===== src/rtl/core/ism_pkg.sv =====
package ism_pkg;

    localparam int STACK_DEPTH = 64;
    localparam int WORD_W      = 32;
    localparam int OP_W        = 4;
    localparam int DEPTH_W     = 7;
    localparam int STATUS_W    = 3;
    localparam int SP_W        = $clog2(STACK_DEPTH + 1);
    localparam int CNT_W       = $clog2(WORD_W);

    // stream payload layout
    localparam int IN_DATA_W   = ((OP_W + WORD_W + 7) / 8) * 8;
    localparam int OUT_FIELD_W = WORD_W + DEPTH_W + STATUS_W;
    localparam int OUT_DATA_W  = ((OUT_FIELD_W + 7) / 8) * 8;

    typedef enum logic [OP_W-1:0] {
        OP_CONST = 4'd0,
        OP_ADD   = 4'd1,
        OP_SUB   = 4'd2,
        OP_MUL   = 4'd3,
        OP_DIV   = 4'd4,
        OP_MAX   = 4'd5,
        OP_MIN   = 4'd6,
        OP_NEG   = 4'd7,
        OP_DUP   = 4'd8,
        OP_SWAP  = 4'd9
    } t_opcode;

    typedef enum logic [STATUS_W-1:0] {
        ST_OK      = 3'd0,
        ST_UNDER   = 3'd1,
        ST_OVER    = 3'd2,
        ST_DIVZERO = 3'd3,
        ST_UNKNOWN = 3'd4
    } t_status;

    // what a stack cell does on the next edge
    typedef enum logic [1:0] {
        CELL_HOLD,
        CELL_PUSH,
        CELL_POP,
        CELL_LOAD
    } t_cell_op;

endpackage


===== src/rtl/core/ism_cell.sv =====
module ism_cell
    import ism_pkg::*;
(
    input  logic              i_clk,
    input  t_cell_op          i_op,
    input  logic [WORD_W-1:0] i_from_prev,
    input  logic [WORD_W-1:0] i_from_next,
    input  logic [WORD_W-1:0] i_load,
    output logic [WORD_W-1:0] o_word
);

    logic [WORD_W-1:0] r_word;
    logic [WORD_W-1:0] n_word;

    always_comb begin
        case (i_op)
            CELL_PUSH: n_word = i_from_prev;
            CELL_POP:  n_word = i_from_next;
            CELL_LOAD: n_word = i_load;
            default:   n_word = r_word;
        endcase
    end

    always_ff @(posedge i_clk) begin
        r_word <= n_word;
    end

    assign o_word = r_word;

endmodule


===== config.mk =====
export PLATFORM = sky130hd
export DESIGN_NAME = ism_cell
export DESIGN_NICKNAME = d
export VERILOG_FILES = /design/src/rtl/core/ism_pkg.sv /design/src/rtl/core/ism_cell.sv
export SDC_FILE = /design/constraint.sdc
export NUM_CORES = 1
export LEC_CHECK = 0
export BUFFER_PORTS_ARGS = -buffer_cell sky130_fd_sc_hd__buf_4
export CAP_MARGIN = 20
export CELL_PAD_IN_SITES_DETAIL_PLACEMENT = 1
export CELL_PAD_IN_SITES_GLOBAL_PLACEMENT = 1
export CORE_AREA = 2 2 78 80
export CTS_CLUSTER_DIAMETER = 60
export DETAILED_ROUTE_END_ITERATION = 8
export DIE_AREA = 0 0 80 82
export GPL_ROUTABILITY_DRIVEN = 0
export HOLD_SLACK_MARGIN = 0.02
export PLACE_DENSITY_LB_ADDON = 0.05
export SLEW_MARGIN = 0
export SYNTH_ARGS = -nofsm -noshare
export SYNTH_HDL_FRONTEND = slang
export SYNTH_SLANG_ARGS = --single-unit

===== constraint.sdc =====
create_clock -name i_clk -period 1.8 [get_ports i_clk]
set_input_delay 0.18 -clock i_clk [delete_from_list [all_inputs] [get_ports i_clk]]
set_output_delay 0.18 -clock i_clk [all_outputs]
set_load 0.05 [all_outputs]

* Yosys cells after proc, flatten, opt, wreduce, memory -nomap -nowiden
Cells that the tools add are included.
** Word-level totals
- Flip-flop bits (word level) :: 32
- Bits of input ports :: 99
** Cells by class
- Equality and inequality tests :: 3
- Mux-type cells :: 1
- Reductions and logical operators :: 1
** Operators by type and width (count)
- one-hot mux 32 bit (3 select lines) :: 1
- equality test 2 bit, second input constant :: 2
- nonzero test 3 bit :: 1
- equality test 2 x 1 -> 1 bit, second input constant :: 1

* Depth between registers and ports, before layout
Gate-level depths: netlist (run 1).
- Depth in word-level cells :: 2
- Mapped depth :: 4

* Least setup slack after synthesis (run 1)
Ideal clock, no wire load.
- Kind :: input to register
- From :: in i_op[0]
- To :: reg r_word[0] (netlist: o_word[0]), enable pin
- Setup time :: 330 ps
- Arrival :: 966 ps
- Setup slack :: 505 ps
- Stages :: 3
- Path buffers :: 2
- Cell sequence :: buf_6 buf_12 or2_2
** On the way
- Cells in the longest elaborated chain, start to end :: 2
** RTL lines
- start, declared :: line ism_cell.sv:5 : input t_cell_op i_op,
- equality test 2 bit or equality test 2 x 1 -> 1 bit (tied branches) :: line ism_cell.sv:16 : case (i_op)
- nonzero test 3 bit (no line) *
- end signal, assigned :: line ism_cell.sv:25 : r_word <= n_word;
- end, declared :: line ism_cell.sv:12 : logic [WORD_W-1:0] r_word;
Every way passes the cells marked *; elsewhere a longest branch is shown, timed or not.
A chain may end at the register's enable or synchronous reset.

* Worst setup path in the final report (run 1)
- From :: in i_op[0]
- To :: reg r_word[9] (netlist: o_word[9]) (data pin)
** On the way
- Cells in the longest elaborated chain, start to end :: 2
** RTL lines
- equality test 2 bit or equality test 2 x 1 -> 1 bit (tied branches) :: line ism_cell.sv:16
- one-hot mux 32 bit (3 select lines) * :: line ism_cell.sv:16
- net n_word[9] :: line ism_cell.sv:13 : logic [WORD_W-1:0] n_word;
The timed path passes the listed nets; every way through them passes the cells marked *.

==> results of run 1 <==
per-layer routing:
layer,wire length [um],up-vias,track usage
li1,-,766,-
met1,1960,676,0.173
met2,2230,79,0.234
met3,556,9,0.0637
met4,98,0,0.0661
met5,0,-,0
critical path: stages:
cell     delay [ps]
buf_4            90
buf_4           460
mux2i_1         270
a21oi_1          90
how the worst min path moves through the flow:
stage	startpoint	end	slack (ps)	cells past startpoint
floorplan	i_from_prev[27]	o_word[27]	410	2
global placement	i_from_prev[7]	o_word[7]	500	3
detailed placement	i_from_prev[3]	o_word[3]	510	3
CTS	i_from_prev[3]	o_word[3]	210	3
global route	i_from_prev[0]	o_word[0]	220	3
finish	i_from_prev[14]	o_word[14]	220	3
placed cells by master, fill, tap and decap left out:
master / netlist / layout
clkbuf_8: 0 / 5
a21oi_1: 32 / 32
clkinv_2: 0 / 1
or2_2: 1 / 1
nor2_1: 32 / 32
clkbuf_1: 3 / 1
mux2i_1: 32 / 32
buf_4: 1 / 132
edfxtp_1: 32 / 32
layout make-up:
class / count / area (sq um)
Multi-Input combinational cell: 97 / 607
Clock inverter: 1 / 5.00
Tap cell: 75 / 93.8
Clock buffer: 6 / 72.6
Sequential cell: 32 / 961
Fill cell: 661 / 3020
Timing Repair Buffer: 132 / 991
power groups by stage:
stage	clock (mW)	sequential [mW]	combinational [mW]
6_report	0.529	0.946	0.761
5_1_grt	0.576	0.953	0.806
4_1_cts	0.547	0.948	0.772
3_5_place_dp	0	0.964	0.770
3_3_place_gp	0	0.960	0.768
2_1_floorplan	0	1.27	0.150
cells by family (layout without fill, tap and decap cells):
logic type / after synthesis / in the layout / share of synthesized area
DFF: 32 / 32 / 0.574
AOI/OAI and AO/OA: 32 / 32 / 0.0957
buffers and inverters: 11 / 139 / 0.0628
and+or+nand+nor: 33 / 33 / 0.0755
muxes: 32 / 32 / 0.191
==> out/summary.txt, run 1 <==
DIE AREA = 0.00656 sq mm
IO Port Bufs = 130
Die H = 82 um
Critical Path Fanout Max = 32
Core Util, Final = 0.475
P_sw = 749 uW
hpwl dp = 3430 um
Int Pwr = 1.49 mW
grt total ovfl = 0
sequential-to-total area share from yosys stat = 0.574
mapped cell area = 0.00167 sq mm
CP Class = input pin to flip-flop
CTS clk-pin slew, worst paths = 70 ps
1st-iter DRT viols = 57
Pwr Density = 819 mW/mm^2
share of layout cells above drive strength 1 = 0.519
Design Area, Final = 0.00273 sq mm
Synth area leaders = edfxtp_1, mux2i_1, a21oi_1, nor2_1, buf_12
Max Freq = 899 MHz
Wirelength per Cell = 14.1 um
post-CTS resize count = 0
Switching Fraction = 0.335
Final Max Slew Viols = 0
Sink Count = 32
row count = 28
synth warn = 0
Leak = 1.29 nW
top cells by count, synth = a21oi_1, edfxtp_1, mux2i_1, nor2_1
Sequential Power Share = 0.423
Gate Count Post-Synth = 140
Max Cap Viol = 0
crit start category = input pin
WP data arrival = 1120 ps
Logic pwr share = 0.341
Fin Setup TNS = 0 ps
starting density of the core = 0.291
share of the synthesized area in the top cell type = 0.574
gr usage total = 0.147
Hold Worst Slack = 219 ps
synth unique cells = 10
VDD IR-drop max = 0.394 mV
number of synthesized register bits = 32
worst setup path start = i_op[0]
HP Class = input pin to flip-flop
H-tree level count = 2
RSZ-0062 raised after global routing = no
CTS root buf = clkbuf_8
cts bufs inserted = 5
Post-CTS Setup Bufs = 0
EDFF count, synth = 32
total inserted antenna cells = 0
largest net degree at the start of global routing = 65
clock buffer depth = 2
Final #Nets = 367
vias per std cell = 4.46
Slew HR = 0.466
post-synth net total = 239
Routed Antenna Nets = 0
CP endpoint kind = flip-flop
status = finished, final reports clean
Final period util = 0.618
PnR Total Power = 2.24 mW
final setup vio count = 0
CTS tree = yes
setup ws final = 688 ps
CTS Hold Bufs = 0
final non-filler cell total = 343
initial antenna violation count = 0
Worst EP required = 1800 ps
number of global-route vias before repair = 1,500
I/O Pins = 131
area grow syn2layout = 63.2%
Area after DPL = 0.00265 sq mm
Fin. Hold Viols = 0
dominant synthesized flop cell = edfxtp_1
drt total wl = 4850 um
global-route wire length before repair = 7290 um
Pre-Repair DR Iteration Count = 2
post-synth top area cell = edfxtp_1
min cycle time layout = 1110 ps
ys async rst share = 0
max FFs per register = 32
CP endpoint = o_word[9]
DRC = 0
Core Box Area = 0.00575 sq mm
power share of the clock group = 0.237
vias = 1,530
Mean Syn Cell Area = 11.9 sq um
placed cells = 336
pre-CTS setup slack = 383 ps
die width = 80 um
worst slew pin tran = 801 ps
(Power assumes the default switching activity.)
==> inputs of run 2 (changes only) <==
Settings changed: CORE_AREA 2 2 78 80 to 2 2 81 83, DIE_AREA 0 0 80 82 to 0 0 83 85.
Clock period 1.8 ns to 1.1 ns, I/O delays scaled along.
==> out/summary.txt, run 2 (same netlist as run 1, synthesis figures left out) <==
DIE AREA = 0.00706 sq mm
Area after DPL = 0.00270 sq mm
CP bufs+invs = 1
Max Cap Viol = 0
Fin. Hold Viols = 0
most common cell after layout, fill and taps aside = buf_4
clock buffer depth = 2
worst slew pin tran = 468 ps
Sink Count = 32
Leak = 1.31 nW
Critical Path Fanout Max = 1
CP max stage delay = 380 ps
global-route wire length before repair = 7650 um
Pwr Density = 1320 mW/mm^2
Top Family by Delay on Critical Path = flip-flops
drt total wl = 4890 um
Int Pwr = 2.46 mW
share of layout cells above drive strength 1 = 0.517
P_sw = 1.20 mW
CP cell instances = buf_4
Fillers = 699
starting density of the core = 0.270
number of global-route vias before repair = 1,604
row count = 29
WP data arrival = 850 ps
min cycle time layout = 962 ps
post-CTS resize count = 0
Final Max Slew Viols = 0
CTS tree = yes
Max Freq = 1040 MHz
Pre-Repair DR Iteration Count = 4
power share of the clock group = 0.231
Core Box Area = 0.00620 sq mm
Slew HR = 0.688
Wirelength per Cell = 14.0 um
vias per std cell = 4.39
max FFs per register = 32
VDD IR-drop max = 0.592 mV
crit start category = flip-flop
total inserted antenna cells = 0
gr usage total = 0.136
most frequent cells in the layout = buf_4, mux2i_1, nor2_1, a21oi_1, edfxtp_1
slowest CP cell = edfxtp_1
Worst EP required = 990 ps
CTS Hold Bufs = 0
cts bufs inserted = 5
area grow syn2layout = 66.0%
RSZ-0062 raised after global routing = no
hpwl dp = 3700 um
Final period util = 0.874
die width = 83 um
1st-iter DRT viols = 31
IO Port Bufs = 130
CTS clk-pin slew, worst paths = 70 ps
initial antenna violation count = 0
CP Class = flip-flop to output pin
DRC = 0
final setup vio count = 0
Die H = 85 um
vias = 1,526
Critical Path Stages = 1
Fin Setup TNS = 0 ps
Routed Antenna Nets = 0
Post-CTS Setup Bufs = 0
Logic pwr share = 0.347
Worst Hold Path Cells = 3
status = finished, final reports clean
Final #Nets = 369
CP endpoint kind = output pin
I/O Pins = 131
H-tree level count = 2
largest net degree at the start of global routing = 41
CTS root buf = clkbuf_8
Design Area, Final = 0.00278 sq mm
Switching Fraction = 0.329
grt total ovfl = 0
Sequential Power Share = 0.422
HP Class = input pin to flip-flop
[run 2: stage by stage]
step | util | worst slack, ps | hold WS (ps) | std cells | total power [mW]
floorplan | - | 58.9 | 340 | 140 | 2.33
global placement | 0.435 | 60.1 | 430 | 340 | 2.85
detailed placement | 0.435 | 43.8 | 437 | 340 | 2.86
CTS | 0.448 | 118 | 146 | 348 | 3.72
global route | 0.448 | 80.1 | 156 | 348 | 3.83
finish | 0.448 | 138 | 156 | 348 | 3.66
[run 2: final timing paths]
kind	endpoint	from	slack, ps
worst max-delay path	o_word[26]	o_word[26]	140
worst min-delay path	o_word[7]	i_from_prev[7]	160
[run 2: layout make-up]
class / instances / area [sq um] / area share
well taps: 77 / 96.3 / 0.0347
flip-flops and latches: 32 / 961 / 0.346
repair buffers: 134 / 1030 / 0.371
clock buffers: 7 / 76.3 / 0.0275
multi-input cells: 97 / 609 / 0.219
clock inverters: 1 / 3.75 / 0.00135
[run 2: layer usage]
| metal | up-vias | track usage | routed length, um |
|---|---|---|---|
| li1 | 766 | - | - |
| met1 | 690 | 0.158 | 1940 |
| met2 | 66 | 0.243 | 2560 |
| met3 | 4 | 0.0399 | 342 |
| met4 | 0 | 0.0402 | 40 |
| met5 | - | 0 | 0 |
[run 2: power groups by stage]
stage	Clock, mW	Sequential, mW	Combinational, mW
global placement	0	1.57	1.28
detailed placement	0	1.57	1.29
CTS	0.882	1.55	1.29
finish	0.845	1.55	1.27
global route	0.925	1.56	1.34
floorplan	0	2.09	0.247
