### config.mk
export PLATFORM = sky130hd
export DESIGN_NAME = ism_div
export DESIGN_NICKNAME = d
export VERILOG_FILES = /design/src/rtl/core/ism_pkg.sv /design/src/rtl/core/ism_div.sv
export SDC_FILE = /design/constraint.sdc
export NUM_CORES = 1
export LEC_CHECK = 0
export ABC_AREA = 0
export BUFFER_PORTS_ARGS = -buffer_cell sky130_fd_sc_hd__buf_2
export CAP_MARGIN = 10
export CORE_MARGIN = 3
export CORE_UTILIZATION = 49
export CTS_CLUSTER_DIAMETER = 50
export DETAILED_ROUTE_END_ITERATION = 12
export PLACE_DENSITY = 0.7
export SETUP_SLACK_MARGIN = 0.1
export SLEW_MARGIN = 20
export SYNTH_ARGS = -nofsm -noshare
export SYNTH_HDL_FRONTEND = slang
export SYNTH_SLANG_ARGS = --single-unit
### constraint.sdc
create_clock -name i_clk -period 7.45 [get_ports i_clk]
set_clock_uncertainty 0.1 [all_clocks]
set_input_delay 2.235 -clock i_clk [delete_from_list [all_inputs] [get_ports i_clk]]
set_output_delay 2.235 -clock i_clk [all_outputs]
set_load 0.005 [all_outputs]
### src/rtl/core/ism_pkg.sv
package ism_pkg;

    localparam int STACK_DEPTH = 64;
    localparam int WORD_W      = 32;
    localparam int OP_W        = 4;
    localparam int DEPTH_W     = 7;
    localparam int STATUS_W    = 3;
    localparam int SP_W        = $clog2(STACK_DEPTH + 1);
    localparam int CNT_W       = $clog2(WORD_W);

    // stream payload layout
    localparam int IN_DATA_W   = ((OP_W + WORD_W + 7) / 8) * 8;
    localparam int OUT_FIELD_W = WORD_W + DEPTH_W + STATUS_W;
    localparam int OUT_DATA_W  = ((OUT_FIELD_W + 7) / 8) * 8;

    typedef enum logic [OP_W-1:0] {
        OP_CONST = 4'd0,
        OP_ADD   = 4'd1,
        OP_SUB   = 4'd2,
        OP_MUL   = 4'd3,
        OP_DIV   = 4'd4,
        OP_MAX   = 4'd5,
        OP_MIN   = 4'd6,
        OP_NEG   = 4'd7,
        OP_DUP   = 4'd8,
        OP_SWAP  = 4'd9
    } t_opcode;

    typedef enum logic [STATUS_W-1:0] {
        ST_OK      = 3'd0,
        ST_UNDER   = 3'd1,
        ST_OVER    = 3'd2,
        ST_DIVZERO = 3'd3,
        ST_UNKNOWN = 3'd4
    } t_status;

    // what a stack cell does on the next edge
    typedef enum logic [1:0] {
        CELL_HOLD,
        CELL_PUSH,
        CELL_POP,
        CELL_LOAD
    } t_cell_op;

endpackage

### src/rtl/core/ism_div.sv
module ism_div
    import ism_pkg::*;
(
    input  logic              i_clk,
    input  logic              i_rst_n,
    input  logic              i_start,
    input  logic [WORD_W-1:0] i_dividend,
    input  logic [WORD_W-1:0] i_divisor,
    output logic              o_busy,
    output logic [WORD_W-1:0] o_quotient
);

    logic              r_busy;
    logic [CNT_W-1:0]  r_cnt;
    logic [WORD_W-1:0] r_q;
    logic [WORD_W-1:0] r_rem;
    logic [WORD_W-1:0] r_div;
    logic              r_neg;

    logic [WORD_W:0]   rem_sh;
    logic [WORD_W:0]   diff;

    // restoring step, one quotient bit per cycle
    assign rem_sh = {r_rem, r_q[WORD_W-1]};
    assign diff   = rem_sh - {1'b0, r_div};

    always_ff @(posedge i_clk) begin
        if (!i_rst_n) begin
            r_busy <= 1'b0;
        end else if (i_start) begin
            r_busy <= 1'b1;
        end else if (r_busy && r_cnt == '0) begin
            r_busy <= 1'b0;
        end
    end

    always_ff @(posedge i_clk) begin
        if (i_start) begin
            r_cnt <= CNT_W'(WORD_W - 1);
            r_q   <= i_dividend[WORD_W-1] ? (~i_dividend + 1'b1) : i_dividend;
            r_div <= i_divisor[WORD_W-1] ? (~i_divisor + 1'b1) : i_divisor;
            r_rem <= '0;
            r_neg <= i_dividend[WORD_W-1] ^ i_divisor[WORD_W-1];
        end else if (r_busy) begin
            r_cnt <= r_cnt - 1'b1;
            if (!diff[WORD_W]) begin
                r_rem <= diff[WORD_W-1:0];
                r_q   <= {r_q[WORD_W-2:0], 1'b1};
            end else begin
                r_rem <= rem_sh[WORD_W-1:0];
                r_q   <= {r_q[WORD_W-2:0], 1'b0};
            end
        end
    end

    assign o_busy     = r_busy;
    assign o_quotient = r_neg ? (~r_q + 1'b1) : r_q;

endmodule

* Yosys cells after proc, flatten, opt, wreduce, memory -nomap -nowiden
Cells that the tools add are included.
Storage, ports and cells: register bits after elaboration 103, input bits 67, output and inout port bits 33, logic and storage cells 29
Operators by class: add/sub/neg operators 5, muxes and demuxes 9, bitwise gates (word level) 4, reductions and logical operators 4
Operator list (count):
- 2-to-1 mux 32 bit | 5
- adder 32 x 1 -> 32 bit, second input constant | 3
- NOT 32 bit | 3
- subtractor 33 x 32 -> 33 bit | 1
- 2-to-1 mux 31 bit | 1
- zero test 5 bit | 1
- subtractor 5 x 1 -> 5 bit, second input constant | 1
- nonzero test 2 bit | 2
- 2-to-1 mux 1 bit | 3
- logical AND 1 bit | 1
- XOR 1 bit | 1

* Depth between registers and ports, before layout
Gate-level depths: netlist of the first run.
word-level depth 4, gate-level depth with buffers 13, depth with buffers taken out 12

* Worst setup path before layout of the first run
Ideal clock, no wire load.
path type input to register, start input port i_dividend[8], end register r_q[25] (data pin), library setup time 0.270 ns, arrival time 4.596 ns, data required time 7.080 ns, path slack 2.484 ns, stages 8, path buffers 0, cells stage by stage or4_4 or3_1 or3_4 or3_4 or3_4 o31ai_2 xor2_1 a21oi_1
On the way: word-level cells in the longest chain between the ends 4
Ends and longest elaborated chain:
- start: declaration | RTL line ism_div.sv:7 | input logic [WORD_W-1:0] i_dividend,
- NOT 32 bit | RTL line ism_div.sv:40 | r_q <= i_dividend[WORD_W-1] ? (~i_dividend + 1'b1) : i_dividend;
- adder 32 x 1 -> 32 bit | RTL line ism_div.sv:40
- 2-to-1 mux 32 bit | RTL line ism_div.sv:40
- 2-to-1 mux 32 bit | RTL line ism_div.sv:38 | if (i_start) begin
- end signal: assignment | RTL line ism_div.sv:40
- end signal: assignment | RTL line ism_div.sv:48 | r_q <= {r_q[WORD_W-2:0], 1'b1};
- end signal: assignment | RTL line ism_div.sv:51 | r_q <= {r_q[WORD_W-2:0], 1'b0};
- end: declaration | RTL line ism_div.sv:15 | logic [WORD_W-1:0] r_q;
No other way between the ends. A chain may end at the register's enable or synchronous reset.

* Worst setup path in the final report of the first run
start register r_q[0], end output port o_quotient[31]
On the way: word-level cells in the longest chain between the ends 3
Ends and longest elaborated chain:
- NOT 32 bit | RTL line ism_div.sv:57 | assign o_quotient = r_neg ? (~r_q + 1'b1) : r_q;
- adder 32 x 1 -> 32 bit | RTL line ism_div.sv:57
- 2-to-1 mux 32 bit | RTL line ism_div.sv:57
- end: declaration | RTL line ism_div.sv:10 | output logic [WORD_W-1:0] o_quotient
No other way between the ends.

==> results.tsv, run 1 <==
stage	metric	value	unit
outcome	status	finished clean	
logic_synthesis	synth_top_area_share	25.98	%
detailed_routing	route.detailed.drc	0	
timing	final_max_slew_viol_count	0	
logic_synthesis	ys_ff_latch	103	
critical_path	cp-start-kind	register	
timing	setup_violations	0	
detailed_routing	vias	6325	
logic_synthesis	syn_avg_cell_area	8.635	sq um
clock_tree	cts_root_buffer	clkbuf_16	
timing	tightest_slew	0.9462	ns
clock_tree	cts_setup_buffers	0	
global_route	use_met3	2.292	%
logic_synthesis	synth_ff_type	edfxtp_1	
critical_path	r2r_start	r_q[31]	
clock_tree	insertion_delay	0.35	ns
placement	dpl.cell_count	1119	
timing	max-slew-margin-rel	36.82	%
cells_and_area	n_antenna_cell	0	
timing	hold_viol	0	
floorplan	row_count	44	
cells_and_area	mostFrequentLayoutCell	nand2_1	
logic_synthesis	syn_inst	870	
timing	setup_tns	0	ns
logic_synthesis	seq_area_frac_synth	36.11	%
logic_synthesis	netlist_area	7512	sq um
timing	min_period_over_period	73.33	%
global_route	grt_first_pass_wirelength	26.13	mm
critical_path	crit_required	5.12	ns
power	powerDensity	190.1	nW/um^2
clock_tree	clockBufferDepth	2	
floorplan	io_pins	100	
floorplan	initial_utilization	50.92	%
cells_and_area	drive_gt1_share	13.77	%
clock_tree	ctsResizeCount	0	
critical_path	critPathKind	reg2out	
global_route	grt_pass1_vias	5448	
detailed_routing	antenna_left	0	
critical_path	arrival	3.13	ns
global_route	grt_max_degree	86	
placement	hpwl	11.93	mm
global_route	antenna_found_initial	0	
detailed_routing	avgRoutedWirePerCell	14.00	um
timing	period_minus_slack	5.463	ns
placement	routabilityCongestion	0.8724	
logic_synthesis	synth_cell_type_count	63	
cells_and_area	nets	1051	
global_route	grtUsageMet2	29.72	%
global_route	overflow	0	
global_route	grtUsageTotal	18.97	%
critical_path	worst_r2r_endpoint	r_rem[23]	
logic_synthesis	synth_edf_count	65	
floorplan	die_w	129.8	um
clock_tree	cts_tree	yes	
logic_synthesis	synthTopCellsByArea	edfxtp_1 26%, dfxtp_1 10%, xnor2_1 8.7%, ha_1 6.2%, nand2_1 5.3%	
detailed_routing	first_iter_violations	345	
hold_path	worstHoldStart	r_rem[29]	
timing	rsz0062_at_grt	false	
cells_and_area	syn2layout_area_growth	12.49	%
logic_synthesis	synthArstFlopShare	0	%
detailed_routing	vias_per_cell	5.573	
logic_synthesis	synth_fp_nets	975	
logic_synthesis	yosys_warnings	0	
clock_tree	clkSlewWorstSetupHoldPaths	0.06	ns
global_route	grt_use_met1	27.74	%
global_route	grt-busiest-layer	met2	
cells_and_area	layout.cells.non_filler	1135	
detailed_routing	routed_wl	15.89	mm
hold_path	min_path_type	reg2reg	
floorplan	design.core.area	14750	sq um
cells_and_area	final_cell_mix	106 x nand2_1, 98 x buf_2, 80 x nor2_1, 74 x xnor2_1, 70 x a21oi_1	
clock_tree	cts_buffers	9	
hold_path	whs_endpoint	r_rem[29]	
detailed_routing	first_pass_iters	5	
floorplan	die_h	129.8	um
clock_tree	cts_hold_buf	0	
critical_path	r2r_setup_slack	3.35	ns
flow_run	max_cap_viol_count	0	
clock_tree	htreeDepth	3	
critical_path	r2r_cells	12	
cells_and_area	fill_cells	1378	
logic_synthesis	yosys.area.top_type	edfxtp_1	
power	peakVddDrop	0.1260	mV
hold_path	hold_path_depth	2	
critical_path	cp_max_fo	5	
floorplan	fp.dieArea	16850	sq um
timing	fmax	0.1830	GHz
critical_path	end_kind	output pin	
placement	port_buffers	99	
clock_tree	numClockSinks	103	
power	leakagePower	3.383	nW
==> area by class of cell <==
cell class                 count  area [sq um]  area share [%]
clock inverter                 2         12.51          0.1481
clock buffer                  14         285.3           3.376
sequential                   103          2713           32.10
multi-input combinational    681          4498           53.23
tap                          184         230.2           2.724
timing repair buffer         104         535.5           6.337
inverter                      47         176.4           2.088
==> logic make-up after synthesis <==
kind of cell             after synthesis  share of synthesized area [%]
multiplexers                           9                          1.199
adder cells (fa/ha/maj)               38                          6.429
AND/OR/NAND/NOR                      278                          17.51
XOR/XNOR                             120                          13.99
AO/OA/AOI/OAI                        236                          20.40
flip-flops                           103                          36.11
buffers and inverters                 86                          4.364
==> report_power, final <==
part           internal, W  total, W  switching (W)
registers         0.000669  0.000714      0.0000459
clock network     0.000265  0.000459       0.000194
logic             0.000194  0.000434       0.000239
==> sequential cells by signal, summed over array words and instances, names as in the netlist <==
name and flops:
r_div 32, r_q 32, r_rem 32, r_cnt 5, o_busy 1, r_neg 1
==> Yosys cell counts (7+ instances only) <==
cell type,count
nand2_1,106
nor2_1,80
xnor2_1,75
a21oi_1,70
edfxtp_1,65
o21ai_0,52
inv_1,47
xor2_1,45
dfxtp_1,38
ha_1,37
clkbuf_1,32
o31ai_1,23
a311oi_1,19
or3_1,17
nand2b_1,16
or4_1,13
a21o_1,11
o41ai_1,11
mux2i_1,9
nor3_1,9
a31oi_1,8
nor2b_1,7
o21a_1,7
==> worst max-delay path: stages, from the launching register on <==
cell	delay, ns
edfxtp_1	0.45
nor3_1	0.19
nand2_1	0.08
or3_1	0.35
or4_1	0.46
or3_1	0.41
inv_1	0.08
nand2_1	0.12
o31ai_1	0.35
xnor2_1	0.16
buf_2	0.13
==> how the worst max path moves through the flow <==
stage	startpoint	to	slack, ns	depth (start not counted)
final	r_q[0]	o_quotient[31]	1.99	10
after global routing	r_q[0]	o_quotient[31]	1.68	10
after CTS	r_q[0]	o_quotient[31]	1.96	10
after detailed placement	i_dividend[8]	r_q[25]	2.18	9
after global placement	i_dividend[8]	r_q[25]	2.24	9
after floorplan	i_dividend[8]	r_q[25]	2.48	8
==> metal layers <==
| layer | wire [um] | share of wire [%] | up-vias |
|---|---|---|---|
| li1 | - | - | 3295 |
| met1 | 7985 | 50 | 2840 |
| met2 | 6881 | 43 | 178 |
| met3 | 850 | 5.3 | 12 |
| met4 | 175 | 1.1 | 0 |
| met5 | 0 | 0 | - |
==> per-stage QoR <==
step,area [sq um],utilization [%],setup slack [ns],hold slack [ns],power (W)
final,8451,57.28,1.987,0.3904,0.001607
after global routing,8451,57.28,1.682,0.4282,0.001710
after CTS,8451,57.28,1.958,0.3896,0.001624
after detailed placement,8153,55.26,2.184,0.3820,0.001159
after global placement,8153,55.26,2.243,0.3771,0.001155
after floorplan,7512,-,2.484,0.3526,0.001023
Note: power is estimated with default switching activity, not from simulation.
==> inputs of run 2 (changes only) <==
Clock period 7.45 ns to 5.6 ns, I/O delays scaled along.
==> run 2 against run 1 <==
Largest power group unchanged. Die area unchanged. Critical path depth did not move. Register-to-register slack got worse by 1.9 ns. Largest cell class unchanged. Power is 40% higher. Routed wire length is 3.0% higher.
==> results.tsv, run 2 (synthesis results as in run 1) <==
stage	metric	value	unit	change
outcome	status	finished clean		
placement	placed_cell_area	8160	sq um	about the same
clock_tree	cts_root_buffer	clkbuf_16		
placement	hpwl	12.18	mm	+2.1%
placement	routabilityCongestion	0.8686		-0.44%
global_route	grt_max_degree	54		-37%
hold_path	worstHoldStart	r_rem[2]		
cells_and_area	syn2layout_area_growth	13.24	%	
detailed_routing	avgRoutedWirePerCell	14.41	um	+2.9%
hold_path	min_path_type	reg2reg		
global_route	grtUsageTotal	19.52	%	+0.55 points
timing	setup_tns	0	ns	unchanged
clock_tree	clkSlewWorstSetupHoldPaths	0.07	ns	about the same
critical_path	r2r_start	r_q[31]		
power	peakVddDrop	0.1959	mV	+55%
timing	fmax	0.2038	GHz	
timing	hold_viol	0		unchanged
timing	tightest_slew	0.9649	ns	+0.01873 ns
floorplan	die_h	129.8	um	unchanged
clock_tree	insertion_delay	0.35	ns	about the same
timing	max-slew-margin-rel	35.36	%	-1.5 points
detailed_routing	vias_per_cell	5.607		+0.62%
clock_tree	htreeDepth	3		unchanged
clock_tree	cts_setup_buffers	0		unchanged
floorplan	fp.dieArea	16850	sq um	unchanged
timing	rsz0062_at_grt	false		
critical_path	critPathLaunch	r_q[0]		
critical_path	r2r_setup_slack	1.47	ns	-1.88 ns
critical_path	crit_required	3.82	ns	-1.30 ns
power	powerDensity	264.6	nW/um^2	+39%
critical_path	cp-start-kind	register		
global_route	overflow	0		unchanged
timing	period_minus_slack	4.907	ns	
cells_and_area	drive_gt1_share	13.97	%	+0.20 points
power	leakagePower	3.414	nW	+0.91%
global_route	antenna_found_initial	0		unchanged
floorplan	row_count	44		unchanged
cells_and_area	final_cell_mix	106 x nand2_1, 98 x buf_2, 80 x nor2_1, 74 x xnor2_1, 70 x a21oi_1		
critical_path	worst_r2r_endpoint	r_rem[7]		
timing	final_max_slew_viol_count	0		unchanged
critical_path	cp_max_fo	5		unchanged
clock_tree	cts_buffers	9		unchanged
critical_path	arrival	3.13	ns	about the same
cells_and_area	nets	1052		+0.095%
floorplan	io_pins	100		unchanged
global_route	grt_first_pass_wirelength	26.98	mm	+3.2%
critical_path	end_kind	output pin		
global_route	grt_pass1_vias	5644		+3.6%
clock_tree	cts_tree	yes		
hold_path	whs_endpoint	r_rem[2]		
detailed_routing	first_pass_iters	5		unchanged
clock_tree	clockBufferDepth	2		unchanged
floorplan	design.core.area	14750	sq um	unchanged
clock_tree	cts_hold_buf	0		unchanged
floorplan	die_w	129.8	um	unchanged
floorplan	initial_utilization	50.92	%	unchanged
detailed_routing	routed_wl	16.37	mm	+3.0%
cells_and_area	n_antenna_cell	0		unchanged
cells_and_area	reg.largest.list	r_div: 32 flops, r_q: 32 flops, r_rem: 32 flops		
cells_and_area	mostFrequentLayoutCell	nand2_1		
critical_path	r2r_cells	13		+1
cells_and_area	fin_area	8507	sq um	+0.67%
detailed_routing	antenna_left	0		unchanged
placement	port_buffers	99		unchanged
flow_run	max_cap_viol_count	0		unchanged
clock_tree	numClockSinks	103		unchanged
timing	setup_violations	0		unchanged
clock_tree	ctsResizeCount	0		unchanged
critical_path	critPathKind	reg2out		
detailed_routing	first_iter_violations	428		+24%
hold_path	hold_path_depth	2		unchanged
detailed_routing	route.detailed.drc	0		unchanged
detailed_routing	vias	6370		+0.71%
timing	min_period_over_period	87.62	%	
[run 2: cell types whose count changed in the layout (fill, tap and decap cells not counted), sizes merged]
cell	delta
clkinvlp	-1
clkinv	+2
buf	+1
clkbuf	-4
bufinv	+3
[run 2: worst max path at each step]
stage / end
after floorplan: r_q[25]
after global placement: r_q[25]
after detailed placement: r_q[29]
after CTS: o_quotient[31]
after global routing: o_quotient[31]
final: o_quotient[29]
[run 2: report_power, final]
part / internal (W) / leakage (nW) / switching, W
clock network: 0.000447 / 0.170 / 0.000271
logic: 0.000259 / 2.30 / 0.000323
registers: 0.000889 / 0.949 / 0.0000613
total: 0.00160 / 3.41 / 0.000655
[run 2: worst max-delay path, stage by stage (launching register included)]
cell and delay [ns]:
edfxtp_1 0.45, nor3_1 0.19, nand2_1 0.08, or3_1 0.35, or4_1 0.46, or3_1 0.41, inv_1 0.08, nand2_1 0.12
o41ai_1 0.34, xnor2_1 0.16, buf_2 0.13
[run 2: final cells by class]
| cell class | instances | area [sq um] |
|---|---|---|
| Inverter | 47 | 176.4 |
| Fill cell | 1370 | 6247 |
| Clock inverter | 6 | 107.6 |
| Tap cell | 184 | 230.2 |
| Multi-Input combinational cell | 681 | 4498 |
| Timing Repair Buffer | 105 | 543.0 |
| Clock buffer | 10 | 239.0 |
| Sequential cell | 103 | 2713 |
[run 2: per-layer routing]
metal / routed length (um) / global-route usage, %
met1: 8161 / 28.81
met2: 7057 / 29.91
met3: 859 / 2.497
met4: 291 / 6.112
met5: 0 / 0
[run 2: per-stage QoR]
stage	hold WS, ns	util [%]	std cells	setup slack, ns	power, W
final	0.3895	57.66	1136	0.6933	0.002251
after global routing	0.4162	57.66	1136	0.4145	0.002382
after CTS	0.3926	57.66	1136	0.6431	0.002272
after detailed placement	0.3781	55.31	1120	0.8935	0.001546
after global placement	0.3770	55.31	1120	0.9614	0.001538
after floorplan	0.3526	-	870	1.189	0.001361
==> inputs of run 3 (changes only) <==
Settings changed: CORE_MARGIN 3 to 2, CTS_BUF_LIST set to sky130_fd_sc_hd__clkbuf_8.
==> run 3 against run 2 <==
Via count decreased by 0.20%. Worst setup slack got worse by 0.043 ns. Register-to-register slack got worse by 0.02 ns. First-iteration DRC count decreased by 6.5%. Power decreased by 11%. Design area decreased by 1.7%. Global-route usage increased by 0.75 points. Combinational power about the same. Cell count increased by 0.35%. Count of clock-buffer cells in the layout unchanged. Critical endpoint unchanged.
==> results.tsv, run 3 (synthesis results as in run 1) <==
stage	metric	value	unit	change
global_route	overflow	0		unchanged
detailed_routing	vias	6357		-0.20%
floorplan	initial_utilization	49.78	%	-1.1 points
clock_tree	clkSlewWorstSetupHoldPaths	0.10	ns	+0.03 ns
detailed_routing	met1_length	8.277	mm	+1.4%
floorplan	row_count	45		+2.3%
critical_path	arrival	3.17	ns	+0.04 ns
timing	rsz0062_at_grt	false		
clock_tree	cts_setup_buffers	0		unchanged
clock_tree	numClockSinks	103		unchanged
placement	routabilityCongestion	0.9085		+4.6%
detailed_routing	route.detailed.drc	0		unchanged
power	peakVddDrop	0.1109	mV	-43%
global_route	grt_max_degree	91		+69%
cells_and_area	mostFrequentLayoutCell	nand2_1		
timing	setup_tns	0	ns	unchanged
outcome	status	finished clean		
timing	hold_viol	0		unchanged
detailed_routing	wl_met3	729	um	-15%
timing	fmax	0.2021	GHz	-0.86%
cells_and_area	final_cell_mix	106 x nand2_1, 98 x buf_2, 80 x nor2_1, 74 x xnor2_1, 70 x a21oi_1		
clock_tree	cts_buffers	9		unchanged
global_route	grt_first_pass_wirelength	27.36	mm	+1.4%
cells_and_area	n_antenna_cell	0		unchanged
floorplan	design.core.area	15090	sq um	+2.3%
cells_and_area	syn2layout_area_growth	11.34	%	
clock_tree	cts_hold_buf	0		unchanged
floorplan	die_h	127.8	um	-1.5%
power	leakagePower	3.340	nW	-2.2%
critical_path	cp-start-kind	register		
clock_tree	cts_root_buffer	clkbuf_8		
detailed_routing	routed_wl	16.25	mm	-0.73%
cells_and_area	reg.largest.list	r_div: 32 flops, r_q: 32 flops, r_rem: 32 flops		
global_route	antenna_found_initial	0		unchanged
critical_path	critPathKind	reg2out		
floorplan	die_w	127.8	um	-1.5%
critical_path	cp_max_fo	5		unchanged
placement	dpl.cell_count	1124		+0.36%
clock_tree	ctsResizeCount	0		unchanged
global_route	grtUsageTotal	20.27	%	+0.75 points
detailed_routing	vias_per_cell	5.576		-0.55%
detailed_routing	first_pass_iters	5		unchanged
cells_and_area	drive_gt1_share	13.97	%	unchanged
power	powerDensity	239.5	nW/um^2	-9.5%
timing	period_minus_slack	4.949	ns	+0.04257 ns
floorplan	io_pins	100		unchanged
hold_path	worstHoldStart	r_rem[29]		
floorplan	fp.dieArea	16340	sq um	-3.1%
timing	finalWorstSetupSlack	0.6508	ns	-0.04257 ns
placement	hpwl	12.24	mm	+0.46%
detailed_routing	avgRoutedWirePerCell	14.25	um	-1.1%
detailed_routing	dr.max_layer_used	met4		
cells_and_area	fill_cells	1406		+2.6%
flow_run	max_cap_viol_count	0		unchanged
critical_path	critPathLaunch	r_q[0]		
clock_tree	clockBufferDepth	2		unchanged
hold_path	min_path_type	reg2reg		
cells_and_area	nets	1052		unchanged
placement	dp_slack	0.9198	ns	+0.02626 ns
timing	max-slew-margin-rel	35.42	%	+0.064 points
clock_tree	cts_tree	yes		
clock_tree	htreeDepth	3		unchanged
clock_tree	insertion_delay	0.37	ns	+0.02 ns
timing	setup_violations	0		unchanged
timing	final_max_slew_viol_count	0		unchanged
critical_path	r2r_start	r_q[31]		
placement	port_buffers	99		unchanged
detailed_routing	antenna_left	0		unchanged
detailed_routing	first_iter_violations	400		-6.5%
cells_and_area	layout.cells.non_filler	1140		+0.35%
global_route	grt_pass1_vias	5682		+0.67%
timing	min_period_over_period	88.38	%	+0.76 points
timing	tightest_slew	0.9671	ns	+0.002246 ns
detailed_routing	routed-wl-met2	7.096	mm	+0.55%
critical_path	crit_required	3.82	ns	about the same
critical_path	end_kind	output pin		
-- run 3: cell types whose count changed in the layout (fill, tap and decap cells not counted) --
cell / previous run / this run
clkinv_1: 1 / 0
clkinv_4: 1 / 0
bufinv_16: 3 / 1
clkbuf_16: 9 / 0
inv_1: 47 / 48
clkbuf_8: 1 / 10
clkinvlp_4: 0 / 3
-- run 3: final timing paths --
kind | end | slack [ns] | depth (start not counted)
max reg2reg | r_rem[7] | 1.45 | 13
min reg2reg | r_rem[29] | 0.40 | 2
min | r_rem[29] | 0.40 | 2
max | o_quotient[29] | 0.65 | 10
-- run 3: layer usage --
layer / up-vias / global-route usage, %
met5: - / 0
met4: 0 / 5.301
met3: 12 / 2.671
met2: 179 / 31.61
met1: 2882 / 29.78
li1: 3284 / -
-- run 3: final cells by class --
class	count	area, sq um	area share, %
Multi-Input combinational cell	681	4498	53.78
Sequential cell	103	2713	32.43
Timing Repair Buffer	105	543.0	6.492
Tap cell	188	235.2	2.812
Inverter	47	176.4	2.109
Clock buffer	10	137.6	1.645
Clock inverter	6	61.31	0.7330
-- run 3: where the power goes --
group | switching [W] | internal [W] | total (W)
Combinational | 0.000324 | 0.000259 | 0.000582
Sequential | 0.0000608 | 0.000888 | 0.000949
Clock | 0.000255 | 0.000217 | 0.000472
Total | 0.000640 | 0.00136 | 0.00200
-- run 3: critical path: stages (launching register included) --
cell and delay, ns:
edfxtp_1 0.47, nor3_1 0.20, nand2_1 0.09, or3_1 0.34, or4_1 0.46, or3_1 0.41, inv_1 0.08, nand2_1 0.13
o41ai_1 0.33, xnor2_1 0.16, buf_2 0.13
-- run 3: stage by stage --
stage / hold slack (ns) / power [W] / instance area (sq um) / util [%]
after CTS: 0.4010 / 0.002014 / 8364 / 55.43
after detailed placement: 0.3877 / 0.001546 / 8165 / 54.11
after floorplan: 0.3526 / 0.001361 / 7512 / -
after global routing: 0.4297 / 0.002131 / 8364 / 55.43
final: 0.3995 / 0.002003 / 8364 / 55.43
after global placement: 0.3769 / 0.001539 / 8165 / 54.11
